**src/design/i2cm_pkg.sv**
```systemverilog
// ----------------------------------------------------------------------------
// I2C master register access package
// Shared types and codes for the tick-driven I2C register access master.
// ----------------------------------------------------------------------------
package i2cm_pkg;

  localparam int unsigned ByteW = 8;

  // request codes
  localparam logic [1:0] ACT_TICK  = 2'd0;
  localparam logic [1:0] ACT_WRITE = 2'd1;
  localparam logic [1:0] ACT_READ  = 2'd2;

  // completion codes
  localparam logic [1:0] ERR_OK        = 2'd0;
  localparam logic [1:0] ERR_START     = 2'd1;
  localparam logic [1:0] ERR_ADDR_NACK = 2'd2;
  localparam logic [1:0] ERR_ZERO_CNT  = 2'd3;

  localparam logic [ByteW-1:0] BIT_MSB = 8'h80;
  localparam logic [ByteW-1:0] BIT_LSB = 8'h01;

  // bus sequencer steps: start, transmit, write ack, stop, receive, master ack
  typedef enum logic [20:0] {
    ST_IDLE = 21'h000001,
    ST_SA   = 21'h000002,
    ST_SB   = 21'h000004,
    ST_SC   = 21'h000008,
    ST_TA   = 21'h000010,
    ST_TB   = 21'h000020,
    ST_TC   = 21'h000040,
    ST_WA   = 21'h000080,
    ST_WB   = 21'h000100,
    ST_WC   = 21'h000200,
    ST_WD   = 21'h000400,
    ST_PA   = 21'h000800,
    ST_PB   = 21'h001000,
    ST_PC   = 21'h002000,
    ST_PD   = 21'h004000,
    ST_RA   = 21'h008000,
    ST_RB   = 21'h010000,
    ST_KA   = 21'h020000,
    ST_KB   = 21'h040000,
    ST_KC   = 21'h080000,
    ST_KD   = 21'h100000
  } state_t;

  typedef struct packed {
    logic [1:0]       action;
    logic [ByteW-1:0] device_address;
    logic [ByteW-1:0] register_address;
    logic [ByteW-1:0] write_data;
    logic [ByteW-1:0] read_count;
    logic             sda_sample;
  } item_t;

  typedef struct packed {
    logic             scl_release;
    logic             sda_release;
    logic             busy_res;
    logic             byte_valid;
    logic [ByteW-1:0] read_byte;
    logic             last_byte;
    logic             done_res;
    logic [1:0]       error_code;
  } result_t;

endpackage

```
**src/design/i2cm_in_reg.sv**
```systemverilog
// ----------------------------------------------------------------------------
// I2C master input register
// Holds one tick word until the sequencer consumes it.
// ----------------------------------------------------------------------------
module i2cm_in_reg (
  input  logic           clk,
  input  logic           rst,
  input  logic           in_valid,
  output logic           in_ready,
  input  i2cm_pkg::item_t in_item,
  input  logic           take,
  output logic           held_valid,
  output i2cm_pkg::item_t held_item
);

  assign in_ready = !held_valid || take;

  always_ff @(posedge clk) begin
    if (rst) begin
      held_valid <= 1'b0;
    end else if (in_ready) begin
      held_valid <= in_valid;
    end
  end

  always_ff @(posedge clk) begin
    if (in_valid && in_ready) begin
      held_item <= in_item;
    end
  end

endmodule

```
**src/design/i2cm_engine.sv**
```systemverilog
// ----------------------------------------------------------------------------
// I2C master bus sequencer
// Advances the bus state by one tick per consumed word and forms its result.
// ----------------------------------------------------------------------------
module i2cm_engine (
  input  logic             clk,
  input  logic             rst,
  input  logic             step_en,
  input  i2cm_pkg::item_t  item,
  input  logic             cfg_we,
  input  logic [7:0]       cfg_data,
  output i2cm_pkg::result_t res
);

  logic [7:0]             phase_ticks;
  i2cm_pkg::state_t       step, step_next;
  logic [7:0]             phase_timer, phase_timer_next;
  logic [3:0]             bit_counter, bit_counter_next;
  logic [7:0]             shift_byte, shift_byte_next;
  logic [7:0]             bytes_remaining, bytes_remaining_next;
  logic [23:0]            held_request, held_request_next;
  logic                   is_read, is_read_next;
  logic                   scl_level, scl_level_next;
  logic                   sda_level, sda_level_next;
  logic [1:0]             byte_stage, byte_stage_next;

  always_comb begin
    logic       fin;
    logic [1:0] fin_err;
    logic       sda_in;
    fin                  = 1'b0;
    fin_err              = i2cm_pkg::ERR_OK;
    sda_in               = item.sda_sample;
    step_next            = step;
    phase_timer_next     = phase_timer;
    bit_counter_next     = bit_counter;
    shift_byte_next      = shift_byte;
    bytes_remaining_next = bytes_remaining;
    held_request_next    = held_request;
    is_read_next         = is_read;
    scl_level_next       = scl_level;
    sda_level_next       = sda_level;
    byte_stage_next      = byte_stage;
    res                  = '0;

    if (step == i2cm_pkg::ST_IDLE) begin
      scl_level_next = 1'b1;
      sda_level_next = 1'b1;
      if (item.action == i2cm_pkg::ACT_WRITE || item.action == i2cm_pkg::ACT_READ) begin
        held_request_next    = {item.device_address, item.register_address, item.write_data};
        is_read_next         = (item.action == i2cm_pkg::ACT_READ);
        bytes_remaining_next = is_read_next ? item.read_count : 8'd0;
        if (is_read_next && item.read_count == 8'd0) begin
          fin     = 1'b1;
          fin_err = i2cm_pkg::ERR_ZERO_CNT;
        end else begin
          step_next        = i2cm_pkg::ST_SA;
          phase_timer_next = 8'd0;
          byte_stage_next  = 2'd0;
          bit_counter_next = 4'd0;
          shift_byte_next  = 8'd0;
        end
      end
    end

    if (step_next != i2cm_pkg::ST_IDLE && !fin) begin
      // pin levels for the current phase
      case (step_next)
        i2cm_pkg::ST_SA: begin
          scl_level_next = 1'b1; sda_level_next = 1'b1;
        end
        i2cm_pkg::ST_SB, i2cm_pkg::ST_SC: begin
          scl_level_next = 1'b1; sda_level_next = 1'b0;
        end
        i2cm_pkg::ST_TA, i2cm_pkg::ST_WA, i2cm_pkg::ST_PA, i2cm_pkg::ST_KA,
        i2cm_pkg::ST_KD: begin
          scl_level_next = 1'b0;
        end
        i2cm_pkg::ST_TB: begin
          scl_level_next = 1'b0;
          sda_level_next = |(shift_byte_next & i2cm_pkg::BIT_MSB);
        end
        i2cm_pkg::ST_TC, i2cm_pkg::ST_KC: begin
          scl_level_next = 1'b1;
        end
        i2cm_pkg::ST_WB, i2cm_pkg::ST_WD, i2cm_pkg::ST_RA: begin
          scl_level_next = 1'b0; sda_level_next = 1'b1;
        end
        i2cm_pkg::ST_WC, i2cm_pkg::ST_PD, i2cm_pkg::ST_RB: begin
          scl_level_next = 1'b1; sda_level_next = 1'b1;
        end
        i2cm_pkg::ST_PB: begin
          scl_level_next = 1'b0; sda_level_next = 1'b0;
        end
        i2cm_pkg::ST_PC: begin
          scl_level_next = 1'b1; sda_level_next = 1'b0;
        end
        i2cm_pkg::ST_KB: begin
          scl_level_next = 1'b0;
          sda_level_next = (bytes_remaining_next == 8'd1);
        end
        default: begin
          scl_level_next = 1'b1; sda_level_next = 1'b1;
        end
      endcase

      if (phase_timer_next < phase_ticks) begin
        phase_timer_next = phase_timer_next + 8'd1;
      end else begin
        phase_timer_next = 8'd0;
        case (step_next)
          i2cm_pkg::ST_SA: begin
            // bus must be free before the first start
            if (byte_stage_next == 2'd0 && !sda_in) begin
              fin = 1'b1; fin_err = i2cm_pkg::ERR_START;
            end else begin
              step_next = i2cm_pkg::ST_SB;
            end
          end
          i2cm_pkg::ST_SB: begin
            if (byte_stage_next == 2'd0 && sda_in) begin
              fin = 1'b1; fin_err = i2cm_pkg::ERR_START;
            end else begin
              step_next = i2cm_pkg::ST_SC;
            end
          end
          i2cm_pkg::ST_SC: begin
            shift_byte_next  = (byte_stage_next == 2'd0) ? held_request_next[23:16]
                                                         : held_request_next[23:16] + 8'd1;
            bit_counter_next = 4'd0;
            step_next        = i2cm_pkg::ST_TA;
          end
          i2cm_pkg::ST_TA: step_next = i2cm_pkg::ST_TB;
          i2cm_pkg::ST_TB: step_next = i2cm_pkg::ST_TC;
          i2cm_pkg::ST_TC: begin
            shift_byte_next  = {shift_byte_next[6:0], 1'b0};
            bit_counter_next = bit_counter_next + 4'd1;
            if (bit_counter_next >= 4'd8) begin
              bit_counter_next = 4'd0;
              step_next        = i2cm_pkg::ST_WA;
            end else begin
              step_next = i2cm_pkg::ST_TA;
            end
          end
          i2cm_pkg::ST_WA: step_next = i2cm_pkg::ST_WB;
          i2cm_pkg::ST_WB: step_next = i2cm_pkg::ST_WC;
          i2cm_pkg::ST_WC: begin
            // only the first address ack is checked
            if (!(byte_stage_next == 2'd0 && sda_in)) begin
              byte_stage_next = byte_stage_next + 2'd1;
            end
            step_next = i2cm_pkg::ST_WD;
          end
          i2cm_pkg::ST_WD: begin
            case (byte_stage_next)
              2'd0: step_next = i2cm_pkg::ST_PA;
              2'd1: begin
                shift_byte_next  = held_request_next[15:8];
                bit_counter_next = 4'd0;
                step_next        = i2cm_pkg::ST_TA;
              end
              2'd2: begin
                if (is_read_next) begin
                  step_next = i2cm_pkg::ST_SA;
                end else begin
                  shift_byte_next  = held_request_next[7:0];
                  bit_counter_next = 4'd0;
                  step_next        = i2cm_pkg::ST_TA;
                end
              end
              default: begin
                if (is_read_next) begin
                  shift_byte_next  = 8'd0;
                  bit_counter_next = 4'd0;
                  step_next        = i2cm_pkg::ST_RA;
                end else begin
                  step_next = i2cm_pkg::ST_PA;
                end
              end
            endcase
          end
          i2cm_pkg::ST_PA: step_next = i2cm_pkg::ST_PB;
          i2cm_pkg::ST_PB: step_next = i2cm_pkg::ST_PC;
          i2cm_pkg::ST_PC: step_next = i2cm_pkg::ST_PD;
          i2cm_pkg::ST_PD: begin
            fin     = 1'b1;
            fin_err = (byte_stage_next == 2'd0) ? i2cm_pkg::ERR_ADDR_NACK : i2cm_pkg::ERR_OK;
          end
          i2cm_pkg::ST_RA: step_next = i2cm_pkg::ST_RB;
          i2cm_pkg::ST_RB: begin
            shift_byte_next  = {shift_byte_next[6:0], sda_in};
            bit_counter_next = bit_counter_next + 4'd1;
            if (bit_counter_next >= 4'd8) begin
              bit_counter_next = 4'd0;
              res.byte_valid   = 1'b1;
              res.read_byte    = shift_byte_next;
              res.last_byte    = (bytes_remaining_next == 8'd1);
              step_next        = i2cm_pkg::ST_KA;
            end else begin
              step_next = i2cm_pkg::ST_RA;
            end
          end
          i2cm_pkg::ST_KA: step_next = i2cm_pkg::ST_KB;
          i2cm_pkg::ST_KB: step_next = i2cm_pkg::ST_KC;
          i2cm_pkg::ST_KC: step_next = i2cm_pkg::ST_KD;
          i2cm_pkg::ST_KD: begin
            bytes_remaining_next = bytes_remaining_next - 8'd1;
            if (bytes_remaining_next == 8'd0) begin
              step_next = i2cm_pkg::ST_PA;
            end else begin
              shift_byte_next = 8'd0;
              step_next       = i2cm_pkg::ST_RA;
            end
          end
          default: step_next = i2cm_pkg::ST_IDLE;
        endcase
      end
    end

    if (fin) begin
      step_next        = i2cm_pkg::ST_IDLE;
      phase_timer_next = 8'd0;
      scl_level_next   = 1'b1;
      sda_level_next   = 1'b1;
      res.done_res     = 1'b1;
      res.error_code   = fin_err;
    end

    res.scl_release = scl_level_next;
    res.sda_release = sda_level_next;
    res.busy_res    = (step_next != i2cm_pkg::ST_IDLE);
  end

  always_ff @(posedge clk) begin
    if (rst) begin
      phase_ticks <= 8'd0;
    end else if (cfg_we) begin
      phase_ticks <= cfg_data;
    end
  end

  always_ff @(posedge clk) begin
    if (rst) begin
      step            <= i2cm_pkg::ST_IDLE;
      phase_timer     <= 8'd0;
      bit_counter     <= 4'd0;
      shift_byte      <= 8'd0;
      bytes_remaining <= 8'd0;
      is_read         <= 1'b0;
      scl_level       <= 1'b1;
      sda_level       <= 1'b1;
      byte_stage      <= 2'd0;
    end else if (step_en) begin
      step            <= step_next;
      phase_timer     <= phase_timer_next;
      bit_counter     <= bit_counter_next;
      shift_byte      <= shift_byte_next;
      bytes_remaining <= bytes_remaining_next;
      is_read         <= is_read_next;
      scl_level       <= scl_level_next;
      sda_level       <= sda_level_next;
      byte_stage      <= byte_stage_next;
    end
  end

  // request fields need no reset, always written before use
  always_ff @(posedge clk) begin
    if (step_en) begin
      held_request <= held_request_next;
    end
  end

endmodule

```
**src/design/i2cm_out_reg.sv**
```systemverilog
// ----------------------------------------------------------------------------
// I2C master result register
// Holds one result word until the receiver takes it.
// ----------------------------------------------------------------------------
module i2cm_out_reg (
  input  logic             clk,
  input  logic             rst,
  input  logic             load,
  input  i2cm_pkg::result_t load_res,
  output logic             out_free,
  output logic             out_valid,
  input  logic             out_ready,
  output i2cm_pkg::result_t out_res
);

  assign out_free = !out_valid || out_ready;

  always_ff @(posedge clk) begin
    if (rst) begin
      out_valid <= 1'b0;
    end else if (out_free) begin
      out_valid <= load;
    end
  end

  always_ff @(posedge clk) begin
    if (load && out_free) begin
      out_res <= load_res;
    end
  end

endmodule

```
**src/design/i2c_master_register_access_core.sv**
```systemverilog
// ----------------------------------------------------------------------------
// I2C master register access core
// Tick-driven open-drain I2C master for register writes and burst reads.
// ----------------------------------------------------------------------------
// Each input word is one bus tick: the sampled SDA level plus an optional
// request (write or burst read). Each input word yields exactly one result
// word with the SCL/SDA release levels, busy, a received byte strobe and a
// done strobe with its error code. Requests while busy are ignored.
// The cfg channel writes phase_ticks (always ready); write it only while
// the core is idle. Each pin phase lasts phase_ticks+1 ticks.
// Registers: an accepted word passes the input register, then the
// sequencer logic and the result register (two registers: input, result).
// Throughput: one word per cycle while out_ready is high; the sequencer
// logic between the input and result registers is the only stage.
// Stalls: when out_ready is low the result is held and the input register
// fills; in_ready drops only when both are occupied.
// Reset: bus lines released, sequencer idle, phase_ticks zero, both
// registers empty.
// ----------------------------------------------------------------------------
module i2c_master_register_access_core (
  input  logic       clk,
  input  logic       rst,
  input  logic       in_valid,
  output logic       in_ready,
  input  logic [1:0] action,
  input  logic [7:0] device_address,
  input  logic [7:0] register_address,
  input  logic [7:0] write_data,
  input  logic [7:0] read_count,
  input  logic       sda_sample,
  output logic       out_valid,
  input  logic       out_ready,
  output logic       scl_release,
  output logic       sda_release,
  output logic       busy_res,
  output logic       byte_valid,
  output logic [7:0] read_byte,
  output logic       last_byte,
  output logic       done_res,
  output logic [1:0] error_code,
  input  logic       cfg_valid,
  output logic       cfg_ready,
  input  logic [7:0] cfg_data
);

  i2cm_pkg::item_t   in_item, held_item;
  i2cm_pkg::result_t step_res, out_res;
  logic              held_valid, out_free, take;

  assign in_item   = '{action, device_address, register_address, write_data,
                       read_count, sda_sample};
  assign take      = held_valid && out_free;
  assign cfg_ready = 1'b1;

  i2cm_in_reg u_in (
    .clk       (clk),
    .rst       (rst),
    .in_valid  (in_valid),
    .in_ready  (in_ready),
    .in_item   (in_item),
    .take      (take),
    .held_valid(held_valid),
    .held_item (held_item)
  );

  i2cm_engine u_engine (
    .clk     (clk),
    .rst     (rst),
    .step_en (take),
    .item    (held_item),
    .cfg_we  (cfg_valid && cfg_ready),
    .cfg_data(cfg_data),
    .res     (step_res)
  );

  i2cm_out_reg u_out (
    .clk      (clk),
    .rst      (rst),
    .load     (take),
    .load_res (step_res),
    .out_free (out_free),
    .out_valid(out_valid),
    .out_ready(out_ready),
    .out_res  (out_res)
  );

  assign scl_release = out_res.scl_release;
  assign sda_release = out_res.sda_release;
  assign busy_res    = out_res.busy_res;
  assign byte_valid  = out_res.byte_valid;
  assign read_byte   = out_res.read_byte;
  assign last_byte   = out_res.last_byte;
  assign done_res    = out_res.done_res;
  assign error_code  = out_res.error_code;

endmodule

```
**config.mk**
```make
export PLATFORM = sky130hd
export DESIGN_NAME = i2c_master_register_access_core
export DESIGN_NICKNAME = d
export VERILOG_FILES = /design/src/design/i2cm_pkg.sv /design/src/design/i2cm_in_reg.sv /design/src/design/i2cm_engine.sv /design/src/design/i2cm_out_reg.sv /design/src/design/i2c_master_register_access_core.sv
export SDC_FILE = /design/constraint.sdc
export NUM_CORES = 1
export LEC_CHECK = 0
export ABC_CLOCK_PERIOD_IN_PS = 6500
export BUFFER_PORTS_ARGS = -buffer_cell sky130_fd_sc_hd__buf_4
export CAP_MARGIN = 20
export CORE_MARGIN = 4
export CORE_UTILIZATION = 55
export CTS_CLUSTER_SIZE = 40
export DETAILED_ROUTE_END_ITERATION = 7
export GPL_ROUTABILITY_DRIVEN = 0
export PLACE_DENSITY = 0.74
export SLEW_MARGIN = 25
export SYNTH_ARGS = -nofsm -noshare
export SYNTH_HDL_FRONTEND = slang
export SYNTH_SLANG_ARGS = --single-unit
```
**constraint.sdc**
```tcl
create_clock -name clk -period 6.5 [get_ports clk]
set_clock_uncertainty 0.15 [all_clocks]
set_input_delay 0.65 -clock clk [delete_from_list [all_inputs] [get_ports clk]]
set_output_delay 0.65 -clock clk [all_outputs]
set_load 0.1 [all_outputs]
```
==> reports/results.ini <==
[status]
status=finished, final reports clean

[power_and_ir_drop]
total_switching_power_mw=0.6623
static-leakage-power_nw=3.409
share_comb_of_total_power=0.153
power.share.clock=0.419
switching_share=0.2872
design_power_total_mw=2.306
irDropWorstVdd_mv=0.1571
pwr-share-seq=0.428
power_per_cell_area_mw_per_mm2=260.4
internal_cell_power_mw=1.644

[yosys]
syn_area_mm2=0.007701
synthesized_area_fraction_occupied_by_adder_cells=0.02924
synth_sequential_area_ratio=0.4562
synth-simple-area-share=0.2655
synth_xor_xnor_area_share=0.02502
synth_compound_area_frac=0.1563
synth_cells=847
syn-mean-instance-area_um2=9.092
synth-async-reset-ratio=0
number_of_synthesized_flops_with_an_enable_pin=75
synth_flop_cell=edfxtp_1
synth_top_family_by_area=simple AND/OR/NAND/NOR gates
mapped_nets=913
ys_types=81
yosys_warnings=0
muxShareOfSynthArea=0.02567
postSynthRegisterBits=138

[floorplanning]
coreArea_mm2=0.01345
floorplan.initialDensity=0.5725
dieWidth_um=126.3
die_area_mm2=0.01596
num_rows=42
ios=67
die_height_um=126.3

[routing]
detail_route.first_pass.iterations=6
post-route-drc-count=0
drt_iter0_markers=746
dr_total_vias=6952
wl_per_cell_um=19.22
via_per_inst=6.425
detail-route-antenna-nets=0
routed_wl_um=20790

[placed_design]
detailed_place.area_mm2=0.008254
placement.io_buffers=65
place.detailed.hpwl_um=14970

[timing]
drv_slew=0
report.final.setup_viol=0
grt_setup_unrepaired=false
timing.max_slew.rel_slack=0.3574
slew_at_the_pin_closest_to_its_max_slew_limit_ns=0.9551
timing.final.crit_period_ns=5.480
final_hold_viol_count=0
layout_worst_path_cycle_share=0.8430
achievable-frequency_ghz=0.1825
setup-tns-final_ns=0

[global_routing]
overflow=0
grt_pass1_wl_um=33370
antenna_violations_before_repair=1
maximum_number_of_pins_on_one_net_before_global_route_repair=65
first_global_vias=6495
grtUsageTotal=0.2597

[worst_setup_path]
cp.required_ns=6.50
worst-r2r-cell-count=14
reg2reg_from=u_engine.step[4]
worstSetupStartpointType=flip-flop
critical_path.cell_chain=nor4_4 -> nand2_1 -> or4_4 -> and2_1 -> ha_1 -> nand4_1 -> a2111oi_0 -> o41ai_4 -> nand2_1 -> and2_1 -> mux2i_1 -> a31o_1 -> a2111oi_2 -> nand4_1
cp_top_family=simple AND/OR/NAND/NOR gates
critPathCaptureType=flip-flop
r2r_slack_ns=1.02
data_arrival_at_the_endpoint_of_the_critical_path_ns=5.48
path_class=reg2reg
worst_r2r_endpoint=u_out.out_res[13]
critical_path.n_buffers_inverters=0
timing.critical_path.fanout_max=31
crit_path_top_delay_cell=or4_4
critical-path-max-stage-delay_ns=0.79

[cells_and_area]
drive_above_1_share=0.1547
finalNetCount=958
post-route-cell-area_mm2=0.008855
area.growth.synth_to_final_pct=14.98

[clock_network]
setup_buffers_after_cts=0
cts_max_path_buffers=2
cts.reportedPaths.clkPinSlew_ns=0.06
total_cts_buffers=17
cts_resized=0
root_buffer=clkbuf_16
cts_max_level=4
clock_sink_count=138
clkLatencyLatePin_ns=0.43
cts_hold_repair_buffers=0
cts_tree=built

[hold_path]
hold_end=u_in.held_item[0]
hold_path_depth=1
min_from=sda_sample
holdCritPathClass=in2reg

[flow_run]
drv_cap=0

synth_stat cells, types with 4 or more instances:
cell      number  area [um^2]
edfxtp_1      75         2252
ha_1          18        225.2
dfxtp_1       63         1261
a21o_1         9        67.56
nand2_1      128        480.5
nor3_1        33        165.2
nand2b_1       5        31.28
or4_1          5        37.54
and2_1        16        100.1
and4_1         4        35.03
a221oi_1       4        35.03
nand4_1       14        87.58
clkbuf_1      28        105.1
a32o_1         9        90.09
nand3_1       26        130.1
a22oi_1       20        150.1
o21ai_0       30        150.1
mux2_2         5        56.30
or3_1          8        50.05
o21bai_1       4        30.03
nor2_1        87        326.6
a31oi_1       10        62.56
a311oi_1       4        35.03
buf_2         13        65.06
a32oi_1        4        35.03
nor4b_1        4        35.03
nand3b_1       4        30.03
xor2_1        11        96.34
a211oi_1       5        37.54
and3_1         7        43.79
mux2i_1       13        130.1
a21oi_1       47        235.2
xnor2_1       11        96.34
inv_1         24        90.09
nor2b_1       11        68.82
nor4_1        18        112.6
power by group through the flow:
stage | clock network (mW) | registers (mW) | logic, mW
6_report | 0.967 | 0.987 | 0.352
5_1_grt | 1.02 | 0.991 | 0.379
4_1_cts | 0.978 | 0.987 | 0.345
3_5_place_dp | 0 | 1.01 | 0.343
3_3_place_gp | 0 | 1.00 | 0.335
2_1_floorplan | 0 | 1.04 | 0.215
per-stage QoR:
step                      setup WS (ns)  std cells  utilization  hold slack (ns)
after floorplan                   1.955        847            -           0.2759
after global routing             0.6616       1082       0.6582           0.2298
after CTS                         1.079       1081       0.6576           0.2334
final                             1.020       1082       0.6582           0.2422
after detailed placement          1.072       1049       0.6136           0.2913
after global placement            1.242       1049       0.6136           0.2851
layout make-up:
| type | count | area (um^2) |
|---|---|---|
| diodes | 1 | 2.502 |
| fillers | 1086 | 4598 |
| clock inverters | 15 | 166.4 |
| repair buffers | 74 | 555.5 |
| inverters | 26 | 97.59 |
| multi-input cells | 635 | 3874 |
| well taps | 176 | 220.2 |
| flip-flops and latches | 138 | 3513 |
| clock buffers | 17 | 425.4 |
cells by family (layout without fill, tap and decap cells):
kind of cell,after synthesis,after routing
and+or+nand+nor,400,400
AOI/OAI and AO/OA,175,175
DFF,138,138
buffers and inverters,74,132
xor gates and xnor gates,22,22
muxes,19,19
adders and majority gates,18,18
other,1,2
how the worst max path moves through the flow:
stage	startpoint	end	cells after the start
floorplan	u_in.held_item[33]	u_out.out_res[13]	19
CTS	u_engine.step[4]	u_out.out_res[13]	14
finish	u_engine.step[4]	u_out.out_res[13]	14
global placement	u_engine.step[4]	u_out.out_res[13]	14
detailed placement	u_engine.step[4]	u_out.out_res[13]	14
global route	u_engine.step[4]	u_out.out_res[13]	14
placed cells by master, fill, tap and decap left out, types with 5 or more instances in the layout:
| cell | count |
|---|---|
| mux2i_1 | 13 |
| or3_1 | 8 |
| xor2_1 | 11 |
| nor2_1 | 87 |
| nand2b_1 | 5 |
| a21o_1 | 9 |
| inv_1 | 24 |
| a22oi_1 | 20 |
| or4_1 | 5 |
| a21oi_1 | 47 |
| o21ai_0 | 30 |
| and2_1 | 16 |
| nor4_1 | 18 |
| mux2_2 | 5 |
| xnor2_1 | 11 |
| a211oi_1 | 5 |
| nor3_1 | 33 |
| edfxtp_1 | 75 |
| a31oi_1 | 10 |
| clkbuf_16 | 17 |
| nor2b_1 | 11 |
| nand2_1 | 128 |
| nand3_1 | 26 |
| and3_1 | 7 |
| dfxtp_1 | 63 |
| ha_1 | 18 |
| nand4_1 | 14 |
| a32o_1 | 9 |
| buf_4 | 74 |
state kept, by name, indices dropped and copies added (netlist names):
| name | count |
|---|---|
| u_in.held_item | 35 |
| u_engine.held_request | 24 |
| u_engine.step | 21 |
| u_out.out_res | 16 |
| u_engine.bytes_remaining | 8 |
| u_engine.phase_ticks | 8 |
| u_engine.phase_timer | 8 |
| u_engine.shift_byte | 8 |
| u_engine.bit_counter | 4 |
| u_engine.byte_stage | 2 |
| u_engine.is_read | 1 |
| u_engine.sda_level | 1 |
| u_in.held_valid | 1 |
| u_out.out_valid | 1 |
layer usage:
metal / wire length (um) / vias to the layer above / global-route usage
li1: - / 3207 / -
met1: 8549 / 3269 / 0.3531
met2: 9335 / 402 / 0.3928
met3: 2101 / 74 / 0.06515
met4: 805 / 0 / 0.1192
met5: 0 / - / 0
Power figures use the tool's default switching activity.
